## src/design/nnta_pkg.sv

```systemverilog
package nnta_pkg;

  localparam int MAX_TRACKS = 32;
  localparam int MAX_DETS   = 16;
  localparam int TRK_AW     = $clog2(MAX_TRACKS);
  localparam int DET_AW     = $clog2(MAX_DETS);
  localparam int TRK_CW     = $clog2(MAX_TRACKS + 1);
  localparam int DET_CW     = $clog2(MAX_DETS + 1);

  // configuration register indexes
  localparam logic [1:0] CFG_GATE    = 2'd0;
  localparam logic [1:0] CFG_MOTION  = 2'd1;
  localparam logic [1:0] CFG_CONFIRM = 2'd2;
  localparam logic [1:0] CFG_MISSED  = 2'd3;

  // request kinds
  localparam logic REQ_DET = 1'b0;
  localparam logic REQ_END = 1'b1;

  typedef struct packed {
    logic [15:0] ident;
    logic [15:0] x;
    logic [15:0] y;
    logic [7:0]  count;
    logic [31:0] last_seen;
    logic        confirmed;
  } track_t;

  typedef struct packed {
    logic [15:0] x;
    logic [15:0] y;
  } det_t;

endpackage

```

## src/design/nnta_if.sv

```systemverilog
interface nnta_req_if (input logic clk);
  logic        valid;
  logic        ready;
  logic        req_type;
  logic [15:0] det_x;
  logic [15:0] det_y;

  modport source (output valid, req_type, det_x, det_y, input ready);
  modport sink (input valid, req_type, det_x, det_y, output ready);
endinterface

interface nnta_res_if (input logic clk);
  logic        valid;
  logic        ready;
  logic [31:0] frame_number;
  logic        has_track;
  logic [15:0] target_id;
  logic [15:0] pos_x;
  logic [15:0] pos_y;
  logic [15:0] confirmed_total;
  logic        last_of_frame;

  modport source (output valid, frame_number, has_track, target_id, pos_x, pos_y,
                  confirmed_total, last_of_frame, input ready);
  modport sink (input valid, frame_number, has_track, target_id, pos_x, pos_y,
                confirmed_total, last_of_frame, output ready);
endinterface

```

## src/design/nnta_ram.sv

```systemverilog
module nnta_ram #(
  parameter int WIDTH = 8,
  parameter int DEPTH = 16
) (
  input  logic                     clk,
  input  logic                     we,
  input  logic [$clog2(DEPTH)-1:0] waddr,
  input  logic [WIDTH-1:0]         wdata,
  input  logic [$clog2(DEPTH)-1:0] raddr,
  output logic [WIDTH-1:0]         rdata
);

  logic [WIDTH-1:0] mem [DEPTH];

  // one write port, one registered read port
  always_ff @(posedge clk) begin
    if (we) begin
      mem[waddr] <= wdata;
    end
    rdata <= mem[raddr];
  end

endmodule

```

## src/design/nearest_neighbor_track_associator_top.sv

```systemverilog
// Detection beats are taken one per cycle while the block is idle, with no result.
// A frame-end beat runs the association over n tracks and m buffered detections;
// output stalls hold it. It uses the single shared 16x16 multiplier for distances
// and the one read port of each memory.
// Synchronous active-high reset clears the control state, counters and valid bits;
// the track and detection memories are not cleared.
module nearest_neighbor_track_associator_top (
  input  logic        clk,
  input  logic        rst,
  nnta_req_if.sink    req,
  nnta_res_if.source  res,
  input  logic        cfg_we,
  input  logic [1:0]  cfg_index,
  input  logic [15:0] cfg_data
);

  localparam logic [3:0] ST_IDLE  = 4'd0;
  localparam logic [3:0] ST_START = 4'd1;
  localparam logic [3:0] ST_T_RD  = 4'd2;
  localparam logic [3:0] ST_T_LAT = 4'd3;
  localparam logic [3:0] ST_D_RD  = 4'd4;
  localparam logic [3:0] ST_D_DIF = 4'd5;
  localparam logic [3:0] ST_D_MX  = 4'd6;
  localparam logic [3:0] ST_D_MY  = 4'd7;
  localparam logic [3:0] ST_D_CMP = 4'd8;
  localparam logic [3:0] ST_T_END = 4'd9;
  localparam logic [3:0] ST_EMIT  = 4'd10;
  localparam logic [3:0] ST_N_RD  = 4'd11;
  localparam logic [3:0] ST_N_WR  = 4'd12;
  localparam logic [3:0] ST_X_RD  = 4'd13;
  localparam logic [3:0] ST_X_CHK = 4'd14;
  localparam logic [3:0] ST_CLOSE = 4'd15;

  logic [3:0] state;

  // configuration
  logic [9:0]  gate_distance;
  logic [9:0]  min_motion;
  logic [7:0]  confirm_frames;
  logic [15:0] max_missed;

  // frame and table bookkeeping
  logic [31:0] frame_counter;
  logic [15:0] next_ident;
  logic [15:0] confirmed_count;
  logic [nnta_pkg::TRK_CW-1:0] num_tracks;
  logic [nnta_pkg::DET_CW-1:0] det_fill;
  logic [nnta_pkg::MAX_DETS-1:0] det_used;

  // association working registers
  logic [nnta_pkg::TRK_CW-1:0] t_idx;
  logic [nnta_pkg::TRK_CW-1:0] w_idx;
  logic [nnta_pkg::DET_CW-1:0] d_idx;
  logic [27:0] gate_sq;
  logic [19:0] motion_sq;
  nnta_pkg::track_t trk;
  logic [15:0] cand_x, cand_y;
  logic [15:0] dx, dy;
  logic [31:0] sq_x, sq_y;
  logic        found;
  logic [nnta_pkg::DET_AW-1:0] best;
  logic [32:0] best_d;
  logic [15:0] best_x, best_y;
  nnta_pkg::track_t upd;

  // output register
  logic        out_valid;
  logic [31:0] out_frame;
  logic        out_has;
  logic [15:0] out_id, out_x, out_y, out_total;
  logic        out_last;

  // memories
  logic                        trk_we;
  logic [nnta_pkg::TRK_AW-1:0] trk_waddr, trk_raddr;
  nnta_pkg::track_t            trk_wdata, trk_rdata;
  logic                        det_we;
  logic [nnta_pkg::DET_AW-1:0] det_raddr;
  nnta_pkg::det_t              det_wdata, det_rdata;

  // combinational helpers
  logic [31:0] mul_out;
  logic [15:0] mul_op;
  logic [32:0] sum_sq;
  logic [7:0]  cnt_inc;
  logic        emit_now;
  logic        out_free;
  logic        out_load;
  logic [31:0] age;
  logic        req_fire;

  nnta_ram #(.WIDTH($bits(nnta_pkg::track_t)), .DEPTH(nnta_pkg::MAX_TRACKS)) u_trk_ram (
    .clk   (clk),
    .we    (trk_we),
    .waddr (trk_waddr),
    .wdata (trk_wdata),
    .raddr (trk_raddr),
    .rdata (trk_rdata)
  );

  nnta_ram #(.WIDTH($bits(nnta_pkg::det_t)), .DEPTH(nnta_pkg::MAX_DETS)) u_det_ram (
    .clk   (clk),
    .we    (det_we),
    .waddr (det_fill[nnta_pkg::DET_AW-1:0]),
    .wdata (det_wdata),
    .raddr (det_raddr),
    .rdata (det_rdata)
  );

  assign req.ready = (state == ST_IDLE);
  assign req_fire  = req.valid && req.ready;
  assign out_free  = !out_valid || res.ready;
  assign out_load  = ((state == ST_EMIT) || (state == ST_CLOSE)) && out_free;

  // shared multiplier: dx squared, then dy squared
  assign mul_op  = (state == ST_D_MX) ? dx : dy;
  assign mul_out = mul_op * mul_op;
  assign sum_sq  = {1'b0, sq_x} + {1'b0, sq_y};
  assign cnt_inc = (trk.count == 8'hFF) ? trk.count : trk.count + 8'd1;
  assign emit_now = (cnt_inc > confirm_frames) || trk.confirmed;
  assign age      = frame_counter - trk_rdata.last_seen;

  // updated track entry
  always_comb begin
    upd           = trk;
    upd.x         = best_x;
    upd.y         = best_y;
    upd.last_seen = frame_counter;
    upd.count     = cnt_inc;
    upd.confirmed = emit_now;
  end

  // detection memory write while loading
  assign det_we    = req_fire && (req.req_type == nnta_pkg::REQ_DET)
                     && (det_fill < nnta_pkg::DET_CW'(nnta_pkg::MAX_DETS));
  assign det_wdata = '{x: req.det_x, y: req.det_y};
  assign det_raddr = d_idx[nnta_pkg::DET_AW-1:0];

  // track memory port steering
  always_comb begin
    trk_raddr = t_idx[nnta_pkg::TRK_AW-1:0];
    trk_we    = 1'b0;
    trk_waddr = t_idx[nnta_pkg::TRK_AW-1:0];
    trk_wdata = upd;
    case (state)
      ST_T_END: begin
        trk_we = found && (best_d < {5'd0, gate_sq}) && (best_d >= {13'd0, motion_sq});
      end
      ST_N_WR: begin
        trk_we    = 1'b1;
        trk_waddr = num_tracks[nnta_pkg::TRK_AW-1:0];
        trk_wdata = '{ident: next_ident, x: det_rdata.x, y: det_rdata.y, count: 8'd1,
                      last_seen: frame_counter, confirmed: 1'b0};
      end
      ST_X_CHK: begin
        trk_we    = (age <= {16'd0, max_missed});
        trk_waddr = w_idx[nnta_pkg::TRK_AW-1:0];
        trk_wdata = trk_rdata;
      end
      default: ;
    endcase
  end

  // configuration writes
  always_ff @(posedge clk) begin
    if (rst) begin
      gate_distance  <= 10'd160;
      min_motion     <= 10'd32;
      confirm_frames <= 8'd5;
      max_missed     <= 16'd50;
    end else if (cfg_we) begin
      unique case (cfg_index)
        nnta_pkg::CFG_GATE:    gate_distance  <= cfg_data[9:0];
        nnta_pkg::CFG_MOTION:  min_motion     <= cfg_data[9:0];
        nnta_pkg::CFG_CONFIRM: confirm_frames <= cfg_data[7:0];
        nnta_pkg::CFG_MISSED:  max_missed     <= cfg_data;
        default: ;
      endcase
    end
  end

  // datapath registers without reset
  always_ff @(posedge clk) begin
    case (state)
      ST_START: begin
        gate_sq   <= {gate_distance, 4'd0} * {gate_distance, 4'd0};
        motion_sq <= min_motion * min_motion;
      end
      ST_T_LAT: trk <= trk_rdata;
      ST_D_DIF: begin
        cand_x <= det_rdata.x;
        cand_y <= det_rdata.y;
        dx <= (trk.x > det_rdata.x) ? trk.x - det_rdata.x : det_rdata.x - trk.x;
        dy <= (trk.y > det_rdata.y) ? trk.y - det_rdata.y : det_rdata.y - trk.y;
      end
      ST_D_MX: sq_x <= mul_out;
      ST_D_MY: sq_y <= mul_out;
      ST_D_CMP: begin
        if (!found || sum_sq < best_d) begin
          best   <= d_idx[nnta_pkg::DET_AW-1:0];
          best_d <= sum_sq;
          best_x <= cand_x;
          best_y <= cand_y;
        end
      end
      default: ;
    endcase
  end

  // output valid: load a new beat, else drop a taken one
  always_ff @(posedge clk) begin
    if (rst) begin
      out_valid <= 1'b0;
    end else if (out_load) begin
      out_valid <= 1'b1;
    end else if (res.ready) begin
      out_valid <= 1'b0;
    end
  end

  // sequencer
  always_ff @(posedge clk) begin
    if (rst) begin
      state           <= ST_IDLE;
      frame_counter   <= '0;
      next_ident      <= 16'd1;
      confirmed_count <= '0;
      num_tracks      <= '0;
      det_fill        <= '0;
      det_used        <= '0;
      t_idx           <= '0;
      w_idx           <= '0;
      d_idx           <= '0;
      found           <= 1'b0;
    end else begin
      unique case (state)
        ST_IDLE: begin
          if (req_fire) begin
            if (req.req_type == nnta_pkg::REQ_END) begin
              frame_counter <= frame_counter + 32'd1;
              state         <= ST_START;
            end else if (det_we) begin
              det_fill <= det_fill + 1'b1;
            end
          end
        end
        ST_START: begin
          t_idx <= '0;
          state <= ST_T_RD;
        end
        ST_T_RD: begin
          if (t_idx == num_tracks) begin
            d_idx <= '0;
            state <= ST_N_RD;
          end else begin
            state <= ST_T_LAT;
          end
        end
        ST_T_LAT: begin
          d_idx <= '0;
          found <= 1'b0;
          state <= ST_D_RD;
        end
        ST_D_RD: begin
          if (d_idx == det_fill) begin
            state <= ST_T_END;
          end else if (det_used[d_idx[nnta_pkg::DET_AW-1:0]]) begin
            d_idx <= d_idx + 1'b1;
          end else begin
            state <= ST_D_DIF;
          end
        end
        ST_D_DIF: state <= ST_D_MX;
        ST_D_MX:  state <= ST_D_MY;
        ST_D_MY:  state <= ST_D_CMP;
        ST_D_CMP: begin
          found <= 1'b1;
          d_idx <= d_idx + 1'b1;
          state <= ST_D_RD;
        end
        ST_T_END: begin
          state <= ST_T_RD;
          t_idx <= t_idx + 1'b1;
          if (found && (best_d < {5'd0, gate_sq})) begin
            det_used[best] <= 1'b1;
            if ((best_d >= {13'd0, motion_sq}) && emit_now) begin
              if (!trk.confirmed && (confirmed_count != 16'hFFFF)) begin
                confirmed_count <= confirmed_count + 16'd1;
              end
              t_idx <= t_idx;
              state <= ST_EMIT;
            end
          end
        end
        ST_EMIT: begin
          if (out_free) begin
            out_frame <= frame_counter;
            out_has   <= 1'b1;
            out_id    <= trk.ident;
            out_x     <= best_x;
            out_y     <= best_y;
            out_total <= confirmed_count;
            out_last  <= 1'b0;
            t_idx     <= t_idx + 1'b1;
            state     <= ST_T_RD;
          end
        end
        ST_N_RD: begin
          if (d_idx == det_fill) begin
            t_idx <= '0;
            w_idx <= '0;
            state <= ST_X_RD;
          end else if (det_used[d_idx[nnta_pkg::DET_AW-1:0]]
                       || (num_tracks == nnta_pkg::TRK_CW'(nnta_pkg::MAX_TRACKS))) begin
            d_idx <= d_idx + 1'b1;
          end else begin
            state <= ST_N_WR;
          end
        end
        ST_N_WR: begin
          next_ident <= next_ident + 16'd1;
          num_tracks <= num_tracks + 1'b1;
          d_idx      <= d_idx + 1'b1;
          state      <= ST_N_RD;
        end
        ST_X_RD: begin
          if (t_idx == num_tracks) begin
            state <= ST_CLOSE;
          end else begin
            state <= ST_X_CHK;
          end
        end
        ST_X_CHK: begin
          if (trk_we) begin
            w_idx <= w_idx + 1'b1;
          end
          t_idx <= t_idx + 1'b1;
          state <= ST_X_RD;
        end
        ST_CLOSE: begin
          if (out_free) begin
            out_frame  <= frame_counter;
            out_has    <= 1'b0;
            out_id     <= '0;
            out_x      <= '0;
            out_y      <= '0;
            out_total  <= confirmed_count;
            out_last   <= 1'b1;
            num_tracks <= w_idx;
            det_used   <= '0;
            det_fill   <= '0;
            state      <= ST_IDLE;
          end
        end
        default: state <= ST_IDLE;
      endcase
    end
  end

  assign res.valid           = out_valid;
  assign res.frame_number    = out_frame;
  assign res.has_track       = out_has;
  assign res.target_id       = out_id;
  assign res.pos_x           = out_x;
  assign res.pos_y           = out_y;
  assign res.confirmed_total = out_total;
  assign res.last_of_frame   = out_last;

endmodule

```

## src/flat_wrapper.sv

```systemverilog
// flat-port wrapper written by rule: the top's interface ports become plain ports
module nearest_neighbor_track_associator_top_flat 
  (clk, rst, cfg_we, cfg_index, cfg_data, req_valid, req_req_type, req_det_x, req_det_y, req_ready, res_valid, res_frame_number, res_has_track, res_target_id, res_pos_x, res_pos_y, res_confirmed_total, res_last_of_frame, res_ready);
  nnta_req_if req_i (.clk(clk));
  nnta_res_if res_i (.clk(clk));
  input  logic clk;
  input  logic rst;
  input  logic cfg_we;
  input  logic [1:0] cfg_index;
  input  logic [15:0] cfg_data;
  input wire logic [$bits(req_i.valid)-1:0] req_valid;
  input wire logic [$bits(req_i.req_type)-1:0] req_req_type;
  input wire logic [$bits(req_i.det_x)-1:0] req_det_x;
  input wire logic [$bits(req_i.det_y)-1:0] req_det_y;
  output wire logic [$bits(req_i.ready)-1:0] req_ready;
  output wire logic [$bits(res_i.valid)-1:0] res_valid;
  output wire logic [$bits(res_i.frame_number)-1:0] res_frame_number;
  output wire logic [$bits(res_i.has_track)-1:0] res_has_track;
  output wire logic [$bits(res_i.target_id)-1:0] res_target_id;
  output wire logic [$bits(res_i.pos_x)-1:0] res_pos_x;
  output wire logic [$bits(res_i.pos_y)-1:0] res_pos_y;
  output wire logic [$bits(res_i.confirmed_total)-1:0] res_confirmed_total;
  output wire logic [$bits(res_i.last_of_frame)-1:0] res_last_of_frame;
  input wire logic [$bits(res_i.ready)-1:0] res_ready;
  assign req_i.valid = req_valid;
  assign req_i.req_type = req_req_type;
  assign req_i.det_x = req_det_x;
  assign req_i.det_y = req_det_y;
  assign req_ready = req_i.ready;
  assign res_valid = res_i.valid;
  assign res_frame_number = res_i.frame_number;
  assign res_has_track = res_i.has_track;
  assign res_target_id = res_i.target_id;
  assign res_pos_x = res_i.pos_x;
  assign res_pos_y = res_i.pos_y;
  assign res_confirmed_total = res_i.confirmed_total;
  assign res_last_of_frame = res_i.last_of_frame;
  assign res_i.ready = res_ready;
  nearest_neighbor_track_associator_top u_core (.clk(clk), .rst(rst), .req(req_i), .res(res_i), .cfg_we(cfg_we), .cfg_index(cfg_index), .cfg_data(cfg_data));
endmodule
```

## config.mk

```make
export PLATFORM = sky130hd
export DESIGN_NAME = nearest_neighbor_track_associator_top_flat
export DESIGN_NICKNAME = d
export VERILOG_FILES = /design/src/design/nnta_pkg.sv /design/src/design/nnta_if.sv /design/src/design/nnta_ram.sv /design/src/design/nearest_neighbor_track_associator_top.sv /design/src/flat_wrapper.sv
export SDC_FILE = /design/constraint.sdc
export NUM_CORES = 2
export LEC_CHECK = 0
export ABC_AREA = 0
export BUFFER_PORTS_ARGS = -buffer_cell sky130_fd_sc_hd__buf_2
export CAP_MARGIN = 20
export CORE_MARGIN = 5
export CORE_UTILIZATION = 50
export DETAILED_ROUTE_END_ITERATION = 12
export GPL_ROUTABILITY_DRIVEN = 0
export GPL_TIMING_DRIVEN = 0
export PLACE_DENSITY_LB_ADDON = 0.2
export SYNTH_ARGS = -nofsm -noshare
export SYNTH_HDL_FRONTEND = slang
export SYNTH_HIERARCHICAL = 1
export SYNTH_SLANG_ARGS = --single-unit
```

## constraint.sdc

```tcl
create_clock -name clk -period 16.36 [get_ports clk]
set_clock_uncertainty 0.15 [all_clocks]
set_input_delay 4.908 -clock clk [delete_from_list [all_inputs] [get_ports clk]]
set_output_delay 4.908 -clock clk [all_outputs]
set_load 0.01 [all_outputs]
```

==> results.md <==
* Flop pwr share at 45.8%
* Final core occ at 57.7%
* Overall power at 26.4 mW
* Setup TNS at 0 ns
* Die H at 595 µm
* Min Clock Period, post-route at 11.13 ns
* Ranking of synthesized cells by area: edfxtp_1 66%, mux4_2 6.5%, mux2i_1 4.4%, dfxtp_1 3.3%, ha_1 3.1%
* Critical path type: flop to flop
* Synthesized area per cell at 16.8 µm²
* Aggregate global-route resource usage at 27.4%
* Data required, critical path at 16.85 ns
* Startpoint Class: flop
* Placed instance area at 183000 µm²
* Max-cap violation count at 0
* Finished Cell Area at 196000 µm²
* Starting Density at 50.2%
* Max clock buf depth at 4
* Post-DP HPWL at 346 mm
* Fin. max-slew vios at 1
* Crit-path most repeated cell: fa_1
* Power per standard cell area at 135 nW/µm²
* Crit path max-delay cell type: mux2i_1
* CTS resizes at 0
* Most common cell in the netlist: edfxtp_1
* Post-synthesis net count at 10900
* Clock latency on the worst-skew pair at 0.97 ns
* Worst R2R End: u_core/sq_x[30]$_DFFE_PP_
* Synth warn at 6
* Setup repair bufs after CTS at 0
* Sw Ratio at 27.5%
* Max Freq at 0.0899 GHz
* Multi-input gate area at 48600 µm²
* CP Capture Type: flop
* #FFs+latches synth at 4027
* H-tree lvl count at 5
* Post-DR wirelength/cell at 31.0 µm
* Total gr overflow at 0
* Distinct cell type count after synthesis at 96
* Hold slack at 0.258 ns
* Top routing layer used: met5
* Share of the synthesized area in the top cell type at 65.9%
* Failing checks: max-slew violations
* Metal3 WL at 50.2 mm
* Worst path max stage delay at 1.00 ns
* Root buffer cell: clkbuf_16
* P_leak at 68.9 nW
* DR iter-0 viols at 12800
* IO Port Bufs at 154
* # fillers at 25400
* R2r setup slk at 5.23 ns
* M1 WL at 189 mm
* CP Max Fanout at 10
* Hold path cells at 0
* Largest net degree at the start of global routing at 35
* Reg area at 118000 µm²
* Die ar. at 353000 µm²
* Worst min path class: flop to flop
* Proportion of layout cells with a drive suffix above 1 at 16.2%
* CTS tree: built
* Post-synth EDFFs at 3748
* Pint at 19.1 mW
* Share of flip-flops with an asynchronous set or reset at 0%
* Final Cycle Share at 68.0%
* DR vias/cell at 6.21
* Num CTS Buffers at 407
* Worst Path Buf+Inv at 8
* Vias at 98600
* Status: finished, violations left
* RSZ-0062 raised after global routing: no
* CTS hold repair buffers at 0
* Post-Route WL at 493 mm
* Core Footprint at 340000 µm²
* Die W at 595 µm
* Nets at 11700
* Final setup violation count at 0
* CTS clk-pin slew, worst paths at 0.06 ns
* Worst R2R Start: u_core/state[1]$_SDFFE_PP0P_
* Cell family with most CP delay: adder cells
* Synth Cell Area at 171000 µm²
* Global-route wire length before repair at 700 mm
* IO Count at 156
* Arr. time, crit path at 11.62 ns
* Combinational power share at 19.3%
* CTS sink cnt at 4027
* Max VDD drop at 278 µV
* Vias in the first global route at 97500
* Share of the yosys chip area belonging to registers at 69.2%
* Reg2reg path depth at 30
* ANT nets after route at 0
* Hold_sp: u_core/cand_x[9]$_DFFE_PP_
* Worst hold path endpoint: u_core/best_x[9]$_DFFE_PP_
* Initial antenna violation count at 46
* Relative slew slack at -3.28%
* Area delta synth->final at 14.8%
* Psw at 7.25 mW
* Pre-antenna DRT Iters at 12
* Dominant synthesized flop cell: edfxtp_1
* Cell taking the most area after synthesis: edfxtp_1
* Placement row count at 214
* Post-synthesis cell count at 10100
* Slew at the pin with the worst max-slew slack at 1.55 ns
* Clk pwr share at 34.9%
* Post-synth top cells: 3748 x edfxtp_1, 759 x mux2i_1, 648 x inv_1
* Met2 WL at 228 mm
* Post-route DRC at 0
* Final Hold Viols at 0
[power by group through the flow]
stage / Sequential, mW / Clock [mW] / Combinational (mW)
finish: 12.1 / 9.21 / 5.09
CTS: 12.1 / 9.32 / 5.08
floorplan: 12.2 / 0 / 3.52
global placement: 12.3 / 0 / 4.88
global route: 12.1 / 9.78 / 5.68
detailed placement: 12.3 / 0 / 5.04
[logic make-up (layout without fill, tap and decap cells)]
group                      count (synthesis)  after routing  synth area share, %
DFF                                     4027           4027                 69.2
and+or+nand+nor                         1491           1491                 4.28
AOI/OAI and AO/OA                       1355           1355                 5.60
muxes                                   1265           1265                 11.0
buffers and inverters                   1116           2295                 2.74
adders and majority gates                680            680                 6.13
xor gates and xnor gates                 213            213                 1.09
other                                      0             27                    0
[routing by layer]
metal | up-vias | global-route usage, %
met4 | 22 | 12.5
met5 | - | 0
li1 | 41200 | -
met3 | 1069 | 5.61
met1 | 50900 | 37.4
met2 | 5436 | 42.7
[cells in the final DEF (no fill, tap or decap), types with 42 or more instances in the layout]
cell type | Yosys | routed
fa_1 | 261 | 261
clkbuf_16 | 0 | 413
nor2_1 | 323 | 274
edfxtp_1 | 3748 | 3748
inv_1 | 648 | 648
a222oi_1 | 52 | 52
xnor2_1 | 134 | 134
a22o_1 | 63 | 63
a21oi_1 | 208 | 206
clkinv_1 | 6 | 91
buf_2 | 124 | 278
mux4_2 | 490 | 490
dfxtp_1 | 279 | 279
mux2i_1 | 759 | 759
nor2_4 | 0 | 47
buf_4 | 28 | 42
nand4_1 | 82 | 82
a21o_1 | 80 | 80
clkbuf_1 | 250 | 333
nand2b_1 | 52 | 52
nand2_1 | 376 | 376
nor3_1 | 57 | 49
nand3_1 | 265 | 265
nor2b_1 | 67 | 67
clkinv_2 | 0 | 65
a31oi_1 | 64 | 64
and2_1 | 126 | 126
ha_1 | 419 | 419
buf_12 | 0 | 145
xor2_1 | 79 | 79
o21ai_0 | 149 | 118
buf_8 | 0 | 43
a22oi_1 | 542 | 542
buf_6 | 30 | 57
[how the worst max path moves through the flow]
stage	to	depth (start not counted)	slack [ns]	start
2_1_floorplan	u_core/res.has_track$_DFFE_PP_	4	6.81	rst
5_1_grt	u_core/sq_x[30]$_DFFE_PP_	30	4.83	u_core/state[1]$_SDFFE_PP0P_
6_report	u_core/sq_x[30]$_DFFE_PP_	30	5.23	u_core/state[1]$_SDFFE_PP0P_
4_1_cts	u_core/sq_x[30]$_DFFE_PP_	32	5.35	u_core/state[1]$_SDFFE_PP0P_
3_3_place_gp	u_core/u_trk_ram/mem[18][24]$_DFFE_PP_	23	-0.40	u_core/frame_counter[0]$_SDFFE_PP0P_
3_5_place_dp	u_core/sq_y[30]$_DFFE_PP_	32	5.37	u_core/state[1]$_SDFFE_PP0P_
[worst register-to-register path: cells and delay by family, from the launching register on]
kind,cells,cell delay [ns]
fa+ha+maj,7,3.40
buf+inv,8,2.06
compound gates,8,2.01
simple gates,5,1.74
mux,1,1.00
flops,1,0.36
xor+xnor,1,0.10
[state kept, by name, indices dropped and copies added, names as in the netlist, 31 cells and up]
name,cells
u_core/best_d,33
u_core/frame_counter,32
u_core/res.frame_number,32
u_core/sq_x,31
u_core/sq_y,31
u_core/trk,57
u_core/u_det_ram/mem,512
u_core/u_det_ram/rdata,32
u_core/u_trk_ram/mem,2848
u_core/u_trk_ram/rdata,89
[through the flow]
stage | setup WS, ns | instances
floorplan | 6.81 | 10100
global placement | -0.395 | 14800
detailed placement | 5.37 | 15100
CTS | 5.35 | 15900
global route | 4.83 | 15900
finish | 5.23 | 15900
[cell type report]
cell class,count,area share [%]
Antenna cell,27,0.0345
Inverter,654,1.25
Multi-Input combinational cell,5004,24.8
Sequential cell,4027,60.2
Timing Repair Buffer,420,2.93
Tap cell,4536,2.89
Clock buffer,536,5.65
Clock inverter,223,1.09
Buffer,462,1.14
No activity file was read; power rests on OpenSTA's default activity.
